File: src/hdl/sbb_div.sv
// Restoring divider, one quotient bit per cycle.
`default_nettype none
module sbb_div #(
    parameter int DW = 22,
    parameter int NW = 6
) (
    input  wire logic          i_clk,
    input  wire logic          i_rst_n,
    input  wire logic          i_start,
    input  wire logic [DW-1:0] i_dividend,
    input  wire logic [NW-1:0] i_divisor,
    output logic               o_done,
    output logic [DW-1:0]      o_quotient
);
    localparam int KW = $clog2(DW + 1);

    logic [DW-1:0] r_q;
    logic [NW-1:0] r_rem;
    logic [NW-1:0] r_d;
    logic [KW-1:0] r_cnt;
    logic          r_busy;
    logic          r_done;
    logic [NW:0]   trial;

    assign trial = {r_rem, r_q[DW-1]};

    always_ff @(posedge i_clk) begin
        if (!i_rst_n) begin
            r_busy <= 1'b0;
            r_done <= 1'b0;
            r_cnt  <= '0;
        end else begin
            r_done <= 1'b0;
            if (i_start) begin
                r_busy <= 1'b1;
                r_cnt  <= KW'(DW);
            end else if (r_busy) begin
                r_cnt <= r_cnt - 1'b1;
                if (r_cnt == KW'(1)) begin
                    r_busy <= 1'b0;
                    r_done <= 1'b1;
                end
            end
        end
    end

    always_ff @(posedge i_clk) begin
        if (i_start) begin
            r_q   <= i_dividend;
            r_rem <= '0;
            r_d   <= i_divisor;
        end else if (r_busy) begin
            if (trial >= {1'b0, r_d}) begin
                r_rem <= NW'(trial - {1'b0, r_d});
                r_q   <= {r_q[DW-2:0], 1'b1};
            end else begin
                r_rem <= trial[NW-1:0];
                r_q   <= {r_q[DW-2:0], 1'b0};
            end
        end
    end

    assign o_done     = r_done;
    assign o_quotient = r_q;
endmodule
`default_nettype wire

File: config.mk
export PLATFORM = sky130hd
export DESIGN_NAME = sbb_div
export DESIGN_NICKNAME = d
export VERILOG_FILES = /design/src/hdl/sbb_div.sv
export SDC_FILE = /design/constraint.sdc
export NUM_CORES = 1
export LEC_CHECK = 0
export ABC_AREA = 1
export BUFFER_PORTS_ARGS = -buffer_cell sky130_fd_sc_hd__buf_2
export CORE_MARGIN = 4
export CORE_UTILIZATION = 35
export DETAILED_ROUTE_END_ITERATION = 7
export GPL_TIMING_DRIVEN = 1
export SYNTH_ARGS = -nofsm -noshare
export SYNTH_HDL_FRONTEND = slang
export SYNTH_SLANG_ARGS = --single-unit
File: constraint.sdc
create_clock -name i_clk -period 4.91 [get_ports i_clk]
set_clock_uncertainty 0.15 [all_clocks]
set_input_delay 0.982 -clock i_clk [delete_from_list [all_inputs] [get_ports i_clk]]
set_output_delay 0.982 -clock i_clk [all_outputs]
set_load 0.1 [all_outputs]
; Word-level counts from Yosys, hierarchy flattened
; Cells that the tools add are included.
[totals]
ff_bits = 41
output_inout_bits = 23
word_cells = 26
[classes]
reduce_logical = 3
magnitude_cmp = 1
muxes = 10
n_eq_ne = 1
n_addsub = 2
bitwise_logic = 2
[ops]
columns = op, n
row1 = two-way mux 22 bit, 2
row2 = two-way mux 5 bit, 2
row3 = greater-or-equal comparator 7 x 6 -> 1 bit, 1
row4 = two-way mux 6 bit, 1
row5 = subtractor 6 bit, 1
row6 = == test 5 x 1 -> 1 bit (second input constant), 1
row7 = two-way mux 1 bit, 5
row8 = subtractor 5 x 1 -> 5 bit (second input constant), 1
row9 = OR reduction 3 bit, 1
row10 = NOT 1 bit, 2
row11 = nonzero test 2 bit, 1
row12 = OR reduction 2 bit, 1

; Logic depth before layout (Yosys ltp)
; Gate-level depths: netlist of the first run.
[depth]
ltp_word = 4
mapped_depth = 11
depth_no_buf = 11

; Worst setup path after synthesis of the first run
; OpenSTA, ideal clock, no wires.
[synth_path]
path_type = register -> register
startpoint = register r_q[21] (netlist: o_quotient[21])
endpoint = register r_rem[4]
setup_slack_ps = 2431
t_arrival_ps = 2215
required_time_ps = 4647
path_stages_with_launch = 9
setup_ps = 113
path_buffers = 0
synth_period_minus_slack_ps = 2479
cell_sequence = edfxtp_1 inv_1 ha_1 fa_1 or2_1 nand4_1 nand3_1 nand3_1 nand2_1
[synth_between]
elab_chain_len = 2
word_cells_on_any_way = 3
classes_between = add/sub (1) / order compare (1) / mux (1)
[synth_lines]
columns = item, line
row1 = start: declaration, 17  ; logic [DW-1:0] r_q;
row2 = start signal: assignment, 49  ; r_q <= i_dividend;
row3 = start signal: assignment, 55  ; r_q <= {r_q[DW-2:0], 1'b1};
row4 = start signal: assignment, 58  ; r_q <= {r_q[DW-2:0], 1'b0};
row5 = subtractor 6 bit / greater-or-equal comparator 7 x 6 -> 1 bit (equally long branches), "54, 53"
row6 = two-way mux 6 bit (*), 53  ; if (trial >= {1'b0, r_d}) begin
row7 = end signal: assignment, 54  ; r_rem <= NW'(trial - {1'b0, r_d});
row8 = end signal: assignment, 57  ; r_rem <= trial[NW-1:0];
row9 = end: declaration, 18  ; logic [NW-1:0] r_rem;
; Every way passes the cells marked *; elsewhere a longest branch is shown, timed or not.
; A chain may end at the register's enable or synchronous reset.

; Worst setup path in the final report of the first run
[layout_path]
startpoint = input port i_start
endpoint = register r_q[13] (netlist: o_quotient[13]), enable pin
[layout_between]
elab_chain_len = 1
[layout_lines]
columns = item, line
row1 = start: declaration, 9  ; input wire logic i_start,
row2 = nonzero test 2 bit (no source line), n/a
; No other way between the ends.

==> impl.org, run 1 <==
** Clocking
- Deepest level of the CTS H-tree :: 2
- Hold repair after CTS inserted 0 buffers.
- After clock tree synthesis, the setup repair step added 0 buffers.
- CTS buffer count :: 5
- Clock Sink Count :: 41
- Longest Clk Path Bufs :: 2
- In this run the clock root is driven by a clkbuf_8.
- TritonCTS built the clock tree.
- Clock Pin Slew Worst Setup and Hold Paths :: 0.07 ns
- The clock reaches the later pin of the worst-skew pair after 0.29 ns.
- Number of gates resized after CTS :: 0

** Worst setup path
- Setup slack of the worst register-to-register path :: 3.01 ns
- Data required time of the worst path :: 4.67 ns
- Reg-to-Reg Start :: o_quotient[21]
- Maximum fanout count along the critical path :: 32
- Counting cells, the worst reg-to-reg path comes to 8.
- The worst register-to-register path ends at r_rem[4].
- The worst setup path is captured at a flop.
- Crit start category :: input port
- Data arrival time of the critical path :: 2.34 ns
- Type of the setup path with the least slack :: input port to flop

** Synth
- When the netlist entered floorplanning its net count stood at 280.
- Yosys mapped the design onto 29 distinct sky130hd cell types.
- The Yosys step of the flow raised 0 warnings.
- Share of synthesized registers carrying an async set or reset :: 0%
- Post-synthesis sequential area ratio :: 53.3%
- Register bit count reported by yosys :: 41
- In this run, synthesis inferred 28 flip-flops with an integrated enable.
- The most used flip-flop cell after synthesis is edfxtp_1.
- Synthesized instance count :: 239
- Mean post-synth cell area :: 8.65 µm²
- The cell area that synthesis handed to floorplanning was 2070 µm².

** STA
- Portion of the clock cycle consumed by the worst path in the final layout :: 52.5%
- The number of failing hold endpoints at the final stage came to 0.
- The worst path in the final design needs a cycle of 2.58 ns, including I/O delays and setup.
- Headroom to the max-slew limit came out at 40.5%.
- Slew at the pin with the worst max-slew slack :: 0.891 ns
- The final-report max-slew violation count came to 0.
- FMAX :: 0.388 GHz
- Adding up every negative setup slack in the final design gives 0 ns.
- Setup repair after global routing left no endpoint under its margin.
- Setup violations remaining at the end of the flow were counted as 0.

** Final layout
- Antenna diode count :: 0
- The top cell types in the final layout, fill and taps aside, are 99 x nand2_1, 53 x buf_2, 30 x inv_1.
- For this run, the post-layout net count is 335.
- Synth-to-layout area growth :: 19.9%
- Layout Utilization :: 44.2%
- Of the cells placed in the final design, the portion with a size suffix greater than 1 is 23.7%.
- Most frequent standard cell in the layout excluding fill and tap cells :: nand2_1

** Die
- Measured along the x axis, the die boundary spans 84.9 µm.
- The floorplan has 27 rows.
- From bottom edge to top edge, the die measures 84.9 µm.
- The core region is 5610 µm².
- Once the floorplan was initialized, standard cells occupied 36.9% of the core.
- Ports placed on the boundary :: 54
- DIE AREA :: 7200 µm²

** Run status
- The run finished with clean final reports.

** Routing
- Dividing the detail-routed via count by the number of cells gives 4.57.
- Sum of routed wire length over all layers :: 4.40 mm
- Dividing the detail-routed wire length by the instance count gives 12.0 µm.
- The detail route stage leaves a number of antenna-violating nets equal to 0.
- The final route contains 1,678 vias.
- DR iter-0 viols :: 99
- DRC violations left :: 0
- Before antenna repair, the detailed router went through 4 iterations.

** Worst hold path
- The worst hold path begins at r_rem[5].
- Along the worst hold path, the cell count comes to 2.
- Type of the most critical hold path :: flop to flop
- Terminating pin of the worst hold path :: r_rem[5]

** GRT
- The first global-routing pass estimated 7.61 mm of wire.
- The via count of the first global-routing pass is 1,672.
- Pin count of the biggest net entering global routing :: 33
- The total overflow left after global routing is 0.
- Initial antenna violation count :: 0
- Global routing consumed, over all layers together, 12.9% of the routing resources.

** Pwr
- Power density over the cells :: 378 nW/µm²
- For this design the static power due to leakage is 1.25 nW.
- Worst voltage drop across the vdd grid :: 0.177 mV

** Placement
- The congestion estimate from routability-driven global placement came to 0.782.
- Once detailed placement completed, the half-perimeter wirelength came to 3.29 mm.
- The count of buffers added on input and output ports is 53.

** Flow run
- The tool flagged a number of max-cap violations equal to 0.
==> worst max path at each step <==
stage              startpoint        endpoint  slack, ns  cells after the start
5_1_grt               i_start          r_busy       2.16                      5
3_3_place_gp          i_start   o_quotient[8]       2.03                      3
6_report              i_start  o_quotient[13]       2.33                      3
3_5_place_dp          i_start   o_quotient[7]       2.01                      3
2_1_floorplan  o_quotient[21]        r_rem[4]       2.43                      8
4_1_cts               i_start  o_quotient[13]       2.31                      3
==> registers in the layout, summed over array words and instances, names as in the netlist <==
signal,count
o_quotient,22
r_d,6
r_rem,6
r_cnt,5
o_done,1
r_busy,1
==> per-stage QoR <==
stage | setup slack, ns | power, mW | cells | hold slack, ns | area [µm²]
6_report | 2.33 | 0.935 | 367 | 0.326 | 2480
2_1_floorplan | 2.43 | 0.673 | 239 | 0.292 | 2070
3_3_place_gp | 2.03 | 0.728 | 359 | 0.309 | 2400
3_5_place_dp | 2.01 | 0.731 | 359 | 0.319 | 2400
4_1_cts | 2.31 | 0.943 | 367 | 0.328 | 2480
5_1_grt | 2.16 | 0.982 | 367 | 0.350 | 2480
==> area by class of cell <==
class / count / area, µm²
Fill cell: 579 / 3130
Sequential cell: 41 / 1100
Multi-Input combinational cell: 161 / 820
Timing Repair Buffer: 53 / 265
Inverter: 32 / 120
Tap cell: 72 / 90.1
Clock buffer: 7 / 76.3
Clock inverter: 1 / 5.00
==> critical path, stage by stage <==
cell	delay (ns)
buf_2	0.47
nor2_2	0.18
inv_1	0.70
==> routing by layer <==
metal	GRT usage, %	vias up	part of all wire [%]
met5	0	-	0
met4	3.88	0	1.3
met3	2.62	6	4.2
met2	20.6	43	44
met1	17.7	756	51
li1	-	873	-
==> cells in the mapped netlist (2+ instances only) <==
cell type	instances	area, µm²
nand2_4	2	22.5
dfxtp_1	13	260
nand3_1	16	80.1
inv_1	30	113
edfxtp_1	28	841
nor2_1	7	26.3
inv_2	2	7.51
nand2_2	2	12.5
nand3b_1	2	15.0
a31oi_1	3	18.8
clkbuf_1	4	15.0
nand2_1	99	372
ha_1	9	113
a21oi_1	3	15.0
nor3_1	2	10.0
nor2_2	2	12.5
nand4_1	3	18.8
==> cell families after synthesis <==
kind of cell / Yosys count / synth area share (%)
flops: 41 / 53.3
simple gates: 139 / 29.2
buf+inv: 37 / 7.08
compound gates: 10 / 3.21
fa+ha+maj: 10 / 6.42
xor+xnor: 2 / 0.848
==> report_power, final <==
group          total (mW)  switching [mW]  internal [mW]
clock network       0.214           0.114         0.0999
registers           0.425          0.0188          0.407
logic               0.296           0.231         0.0645
Note: power is estimated with default switching activity, not from simulation.
==> run 2: changes to the inputs <==
Settings changed: ABC_AREA 1 to 0.
Clock period 4.91 ns to 2.5 ns, I/O delays scaled along.
==> run 2 against run 1 <==
Compared with the run above:
- total power grew 120%
- global-route usage down 1.6 points
- via count decreased by 19%
- critical path type is now flop to flop
- largest cell class unchanged
- largest power group unchanged
==> impl.org, run 2 <==
** Worst setup path
- Data on the critical path is required at its endpoint by 2.40 ns.
- Maximum fanout count along the critical path :: 9
- Crit start category :: flop
- The kind of cell with the highest combined delay along the critical path is compound AO/OA/AOI/OAI gates.
- Counting both buffers and inverters, the worst setup path holds a total of 1.
- On the critical path, the stage with the largest delay is an instance of edfxtp_1.
- Type of the setup path with the least slack :: flop to flop
- The worst setup path is captured at a flop.
- Data arrival time of the critical path :: 2.12 ns
- The largest single stage delay on the critical path is 0.37 ns.
- Critical path depth in cells :: 6
- The signal on the critical path passes through inv_1, ha_1, a21o_1, a211o_1, a41o_1, mux2_2.
- Worst Reg2Reg Path Length in Cells :: 6

** Pwr
- Sum of internal, switching and leakage power :: 2.09 mW
- In this run, flip-flops and latches consume 40.2% of the power.
- Summed over all cells, the static leakage comes to 1.05 nW.
- Combinational logic burns 29.0% of the power.
- Switching power share of the total :: 34.4%
- Int Power :: 1.37 mW
- Power spread over the standard cell area amounts to 831 nW/µm².
- The clock network burns 30.8% of the power.
- NetSw :: 0.718 mW
- VDD sags by at most 0.461 mV.

** GRT
- Global-route wire length before repair :: 6.35 mm
- Summed over all layers, the global routing overflow is 0.
- Initial antenna violation count :: 0
- The via count of the first global-routing pass is 1,418.
- For this run, the total global-route usage over all layers was measured as 11.3%.
- Pin count of the biggest net entering global routing :: 37

** STA
- The number of failing hold endpoints at the final stage came to 0.
- Final Worst Setup Slack :: 0.279 ns
- Number of failing setup endpoints in the final timing report :: 0
- FMAX :: 0.450 GHz
- Shortest period the worst path allows :: 2.22 ns
- The final-report max-slew violation count is 0.
- Normalized max-slew margin :: 67.0%
- Slew at the pin with the worst max-slew slack :: 0.498 ns
- Aggregate negative setup slack :: 0 ns
- Setup repair after global routing missed its margin :: false
- Hold_ws :: 0.231 ns
- The final critical path takes up 88.8% of the cycle.

** Clocking
- Count of buffers added by post-CTS timing repair for setup :: 0
- No sink is reached through more buffers than the 2 on the longest clock path.
- Counting the buffers created by CTS gives 5.
- The tree is rooted in a clkbuf_8.
- Gates resized during post-CTS repair numbered 0.
- CTS saw 41 sinks.
- The H-tree was split into 2 levels.
- Clock Pin Slew Worst Setup and Hold Paths :: 0.08 ns
- Number of hold buffers added after CTS :: 0
- TritonCTS built the clock tree.
- Clock latency on the worst-skew pair, taken at its later pin, is 0.29 ns.

** Synth
- Mean post-synth cell area :: 12.5 µm²
- The share of synthesized area in the top cell type comes to 42.2%.
- Share of synthesized registers carrying an async set or reset :: 0%
- Counting flops and latches in the post-synthesis netlist gives 41.
- Among all cell types in the netlist, the one instantiated most often is edfxtp_1.
- Warnings from Yosys :: 0
- The mapped netlist covers 1990 µm².
- Synthesized instance count :: 159
- Leading post-synthesis cells by instance count :: 28 x edfxtp_1, 23 x mux2_2, 13 x dfxtp_1, 13 x inv_1, 11 x nor2_1
- Main flop type after synthesis :: edfxtp_1
- Count of flip-flops with a built-in enable after synthesis :: 28
- Post-synthesis sequential area ratio :: 55.3%
- After synthesis, the cell types taking the most area are edfxtp_1 42%, dfxtp_1 13%, mux2_2 13%.
- Number of unique standard cell types used by synthesis :: 34
- When the netlist entered floorplanning its net count stood at 200.
- Of all cell types, the one taking the most synthesized area is edfxtp_1.

** Die
- Vert. Die Dim :: 83.4 µm
- The total area inside the core boundary comes to 5510 µm².
- The floorplan step defined a die boundary enclosing 6960 µm².
- # rows :: 27
- Ports placed on the boundary :: 54
- Initial cell density of the core :: 36.2%
- From left edge to right edge, the die measures 83.4 µm.

** Routing
- DR iter-0 viols :: 67
- Dividing the detail-routed via count by the number of cells gives 4.73.
- Number of nets with antenna violations after detailed routing :: 0
- TritonRoute pass-1 iters :: 2
- The final route contains 1,367 vias.
- DRC violations left :: 0
- WL per Instance :: 13.0 µm
- Sum of routed wire length over all layers :: 3.74 mm

** Final layout
- The number of antenna diodes in the final layout is 0.
- Number of flip-flops in the largest register :: 22
- The finished cells cover 2510 µm².
- Most frequent standard cell in the layout excluding fill and tap cells :: buf_2
- Layout Utilization :: 45.7%
- Highest-count cells in the layout ignoring fill and taps :: 53 x buf_2, 28 x edfxtp_1, 23 x mux2_2
- Number of nets in the finished design :: 257
- Fill cell instance count of the final layout :: 521
- Relative to the synthesized area, the layout overhead comes to 26.3%.
- Final cell count without fillers :: 289
- Share of layout cells above drive strength 1 :: 43.8%

** Placement
- In this run the tool buffered the top-level ports with 53 buffer cells.
- Placement-stage cell area :: 2380 µm²
- Prior to clock tree synthesis, the placed netlist has a worst setup slack of 0.297 ns.
- The number of placed instances, taps included, is 281.
- Detailed-placement wirelength estimate :: 2.75 mm
- Routability-driven placement finished with a final weighted congestion of 0.736.

** Worst hold path
- Type of the most critical hold path :: input port to flop
- Hold Crit Depth :: 1

** Flow run
- Across the run, the number of max-cap violations was 0.

** Run status
- The run finished with clean final reports.
[run 2: cell types whose count changed after synthesis, sizes merged, moves of 4 or more]
| cell | previous run | this run |
|---|---|---|
| nand2 | 103 | 6 |
| mux2 | 0 | 23 |
| inv | 32 | 13 |
| nand3 | 17 | 1 |
| o21ai | 0 | 5 |
| a211oi | 0 | 4 |
| mux2i | 0 | 4 |
[run 2: routing by layer]
metal,wire [µm],up-vias,global-route usage (%)
met4,56,0,4.82
met2,1700,38,18.8
met5,0,-,0
met1,1680,635,12.9
met3,310,4,4.46
li1,-,690,-
[run 2: logic make-up after synthesis]
| kind of cell | count (synthesis) | synth area share (%) |
|---|---|---|
| mux | 27 | 15.0 |
| flops | 41 | 55.3 |
| compound gates | 24 | 8.30 |
| fa+ha+maj | 10 | 6.66 |
| buf+inv | 19 | 3.96 |
| xor+xnor | 7 | 3.08 |
| simple gates | 31 | 7.67 |
[run 2: final cells by class]
class	instances	area (µm²)	area share [%]
inverter	13	48.8	1.94
clock inverter	3	68.8	2.74
multi-input combinational	99	850	33.8
tap	72	90.1	3.58
clock buffer	5	68.8	2.74
sequential	41	1100	43.8
timing repair buffer	56	288	11.4
[run 2: final timing paths]
path	startpoint	slack, ns	end
hold reg to reg	r_rem[4]	0.36	r_rem[4]
setup / recovery	r_d[4]	0.28	o_quotient[0]
hold / removal	i_divisor[2]	0.23	r_d[2]
setup reg to reg	r_d[4]	0.28	o_quotient[0]
[run 2: power groups by stage]
stage	clock, mW	sequential, mW	combinational (mW)
6_report	0.645	0.839	0.606
5_1_grt	0.695	0.850	0.649
4_1_cts	0.667	0.842	0.612
3_5_place_dp	0	0.856	0.611
3_3_place_gp	0	0.857	0.607
2_1_floorplan	0	1.14	0.226
==> run 3: changes to the inputs <==
Settings changed: CORE_ASPECT_RATIO from default to 0.9, REMOVE_ABC_BUFFERS from default to 1.
==> run 3 against run 2 <==
Compared with the run above:
- sequential cell count did not move
- largest power group unchanged
- hold slack improved by 0.0080 ns
- combinational power fell by 1%
- global-route usage rose by 0.56 points
- worst setup slack got worse by 0.0039 ns
- wire length rose by 2.7%
- highest routed layer unchanged
- register-to-register slack barely moved
- sequential power barely moved
==> impl.org, run 3 (synthesized netlist as in run 2, its figures left out) <==
** Worst setup path
- Critical Path, Cell by Cell :: inv_1, ha_1, a21o_1, a211o_1, a41o_1, mux2_2
- Maximum fanout count along the critical path :: 9
- Data required time of the worst path :: 2.39 ns
- Standard cell with the maximum stage delay on the critical path :: a41o_1
- Counting cells, the worst reg-to-reg path comes to 6.
- Longest individual stage delay on the worst path :: 0.35 ns
- The worst setup path is launched from a flop.
- Crit path capture type :: flop
- Reg-to-Reg Start :: r_d[4]
- Type of the setup path with the least slack :: flop to flop
- At the worst endpoint, the arrival time is 2.12 ns.
- Timing startpoint of the critical path :: r_d[4]

** Flow run
- MaxCap Viol Count :: 0

** Placement
- At the end of routability-driven placement, the weighted congestion stood at 0.739.
- Before CTS, the worst setup slack after placement is 0.292 ns.
- The HPWL after detailed placement is 2.85 mm.
- Counting tap cells, the placed design contains a total of 277 instances.
- Port buffering added 53 buffers.

** STA
- Normalized max-slew margin :: 66.6%
- Shortest period the worst path allows :: 2.22 ns
- The final-report max-slew violation count is 0.
- Slew at the pin with the worst max-slew slack :: 0.504 ns
- Of the available clock period, the critical path in the final layout requires 89.0%.
- Setup violations remaining at the end of the flow were counted as 0.
- Setup repair after global routing missed its margin :: false
- Static timing analysis puts the maximum clock frequency at 0.449 GHz.
- Aggregate negative setup slack :: 0 ns
- Final Worst Setup Slack :: 0.275 ns
- Count of endpoints failing hold in the final timing report :: 0

** GRT
- Pin count of the biggest net entering global routing :: 23
- The first global-routing pass estimated 6.42 mm of wire.
- The total overflow left after global routing is 0.
- The initial antenna violation count came to 0.
- Number of global-route vias before repair :: 1,369
- Global routing consumed, over all layers together, 11.9% of the routing resources.

** Routing
- Summing over every cut layer, the via total after detailed routing is 1,380.
- The first TritonRoute pass finished after 4 iterations.
- The final layout contains routed wiring with a total length of 3.84 mm.
- In this run the remaining antenna-violating nets after routing total 0.
- Using the TritonRoute via totals, the vias-per-cell ratio works out to 4.84.
- After detailed routing, the number of remaining DRC violations is 0.
- WL per Instance :: 13.5 µm
- The first routing iteration left 95 violations.

** Pwr
- Switching power share of the total :: 37.0%
- The clock network is responsible for 21.9% of the overall power.
- Cell internal power was estimated by the tool at 1.16 mW.
- Sum of internal, switching and leakage power :: 1.84 mW
- Power density over the cells :: 761 nW/µm²
- Share of total power in sequential cells :: 45.5%
- The share of total power dissipated in combinational logic is 32.5%.
- IR analysis of the VDD net gives a maximum drop of 0.475 mV.
- Leak pwr :: 1.03 nW
- NetSw :: 0.683 mW

** Die
- # rows :: 25
- Measured along the y axis, the die boundary spans 79.5 µm.
- Overall die width :: 87.5 µm
- DIE AREA :: 6960 µm²
- Once the floorplan was initialized, standard cells occupied 37.0% of the core.
- Ports placed on the boundary :: 54
- After floorplanning, the core was sized to cover 5380 µm².

** Final layout
- The net count of the finished layout is 258.
- Final cell count without fillers :: 285
- Summing all multi-input logic gate instances after layout gives 811 µm².
- Summing all flip-flop and latch instances after layout gives 1100 µm².
- From synthesis to final layout, the design area changed by 21.6%.
- Number of flip-flops in the largest register :: 22
- Fill cell instance count of the final layout :: 515
- Most frequent standard cell in the layout excluding fill and tap cells :: buf_2
- Layout Utilization :: 45.0%
- Share of layout cells above drive strength 1 :: 40.4%
- The library cells used most frequently in the layout, excluding fill and tap cells, are 53 x buf_2, 28 x edfxtp_1, 23 x mux2_2.
- Antenna diode count :: 0

** Clocking
- Clock Pin Slew Worst Setup and Hold Paths :: 0.07 ns
- Clock latency at the later pin of the worst-skew pair :: 0.28 ns
- Number of hold buffers added after CTS :: 0
- In this run the clock root is driven by a clkbuf_8.
- CTS tree :: yes
- Number of gates resized after CTS :: 0
- The clock net in this run drives a total of 41 sinks.
- CTS buffer count :: 5
- Count of buffers added by post-CTS timing repair for setup :: 0
- Longest Clk Path Bufs :: 2
- Deepest level of the CTS H-tree :: 2

** Worst hold path
- Hold Crit Depth :: 1
- Type of the most critical hold path :: input port to flop
- Worst min-delay path startpoint :: i_divisor[3]

** Run status
- The run finished with clean final reports.
[run 3: changes by cell type in the layout (fill, tap and decap cells not counted), sizes merged]
cell / previous run / this run
bufinv: 2 / 0
clkbuf: 5 / 7
buf: 56 / 57
clkinv: 0 / 1
inv: 14 / 13
[run 3: worst max-delay path: cells and delay by family, from the launching register on]
family / cells / cell delay [ns]
compound gates: 3 / 0.81
fa+ha+maj: 1 / 0.34
flops: 1 / 0.33
mux: 1 / 0.32
buf+inv: 1 / 0.04
[run 3: power groups by stage]
stage	logic, mW	registers (mW)	clock network [mW]
after global placement	0.600	0.856	0
after CTS	0.604	0.840	0.421
after detailed placement	0.600	0.853	0
after floorplan	0.194	1.14	0
after global routing	0.642	0.849	0.455
final	0.600	0.839	0.404
[run 3: cell type report]
| type | instances | area share (%) |
|---|---|---|
| Clock buffer | 7 | 3.15 |
| Clock inverter | 1 | 0.207 |
| Inverter | 13 | 2.02 |
| Multi-Input combinational cell | 99 | 33.5 |
| Sequential cell | 41 | 45.5 |
| Tap cell | 67 | 3.46 |
| Timing Repair Buffer | 57 | 12.2 |
[run 3: path summary, 6_finish.rpt]
kind,slack [ns],end
worst max-delay path,0.28,o_quotient[0]
worst min-delay path,0.24,r_d[3]
worst min register to register,0.37,r_rem[3]
worst max register to register,0.28,o_quotient[0]
[run 3: stage by stage]
| stage | hold slack [ns] | area (µm²) |
|---|---|---|
| 2_1_floorplan | 0.323 | 1960 |
| 3_3_place_gp | 0.362 | 2340 |
| 3_5_place_dp | 0.357 | 2340 |
| 4_1_cts | 0.226 | 2420 |
| 5_1_grt | 0.218 | 2420 |
| 6_report | 0.239 | 2420 |
[run 3: routing by layer]
layer / vias up / wire length, µm / global-route usage (%)
li1: 692 / - / -
met1: 628 / 1790 / 16.0
met2: 55 / 1660 / 17.1
met3: 5 / 373 / 5.16
met4: 0 / 21 / 3.68
met5: - / 0 / 0
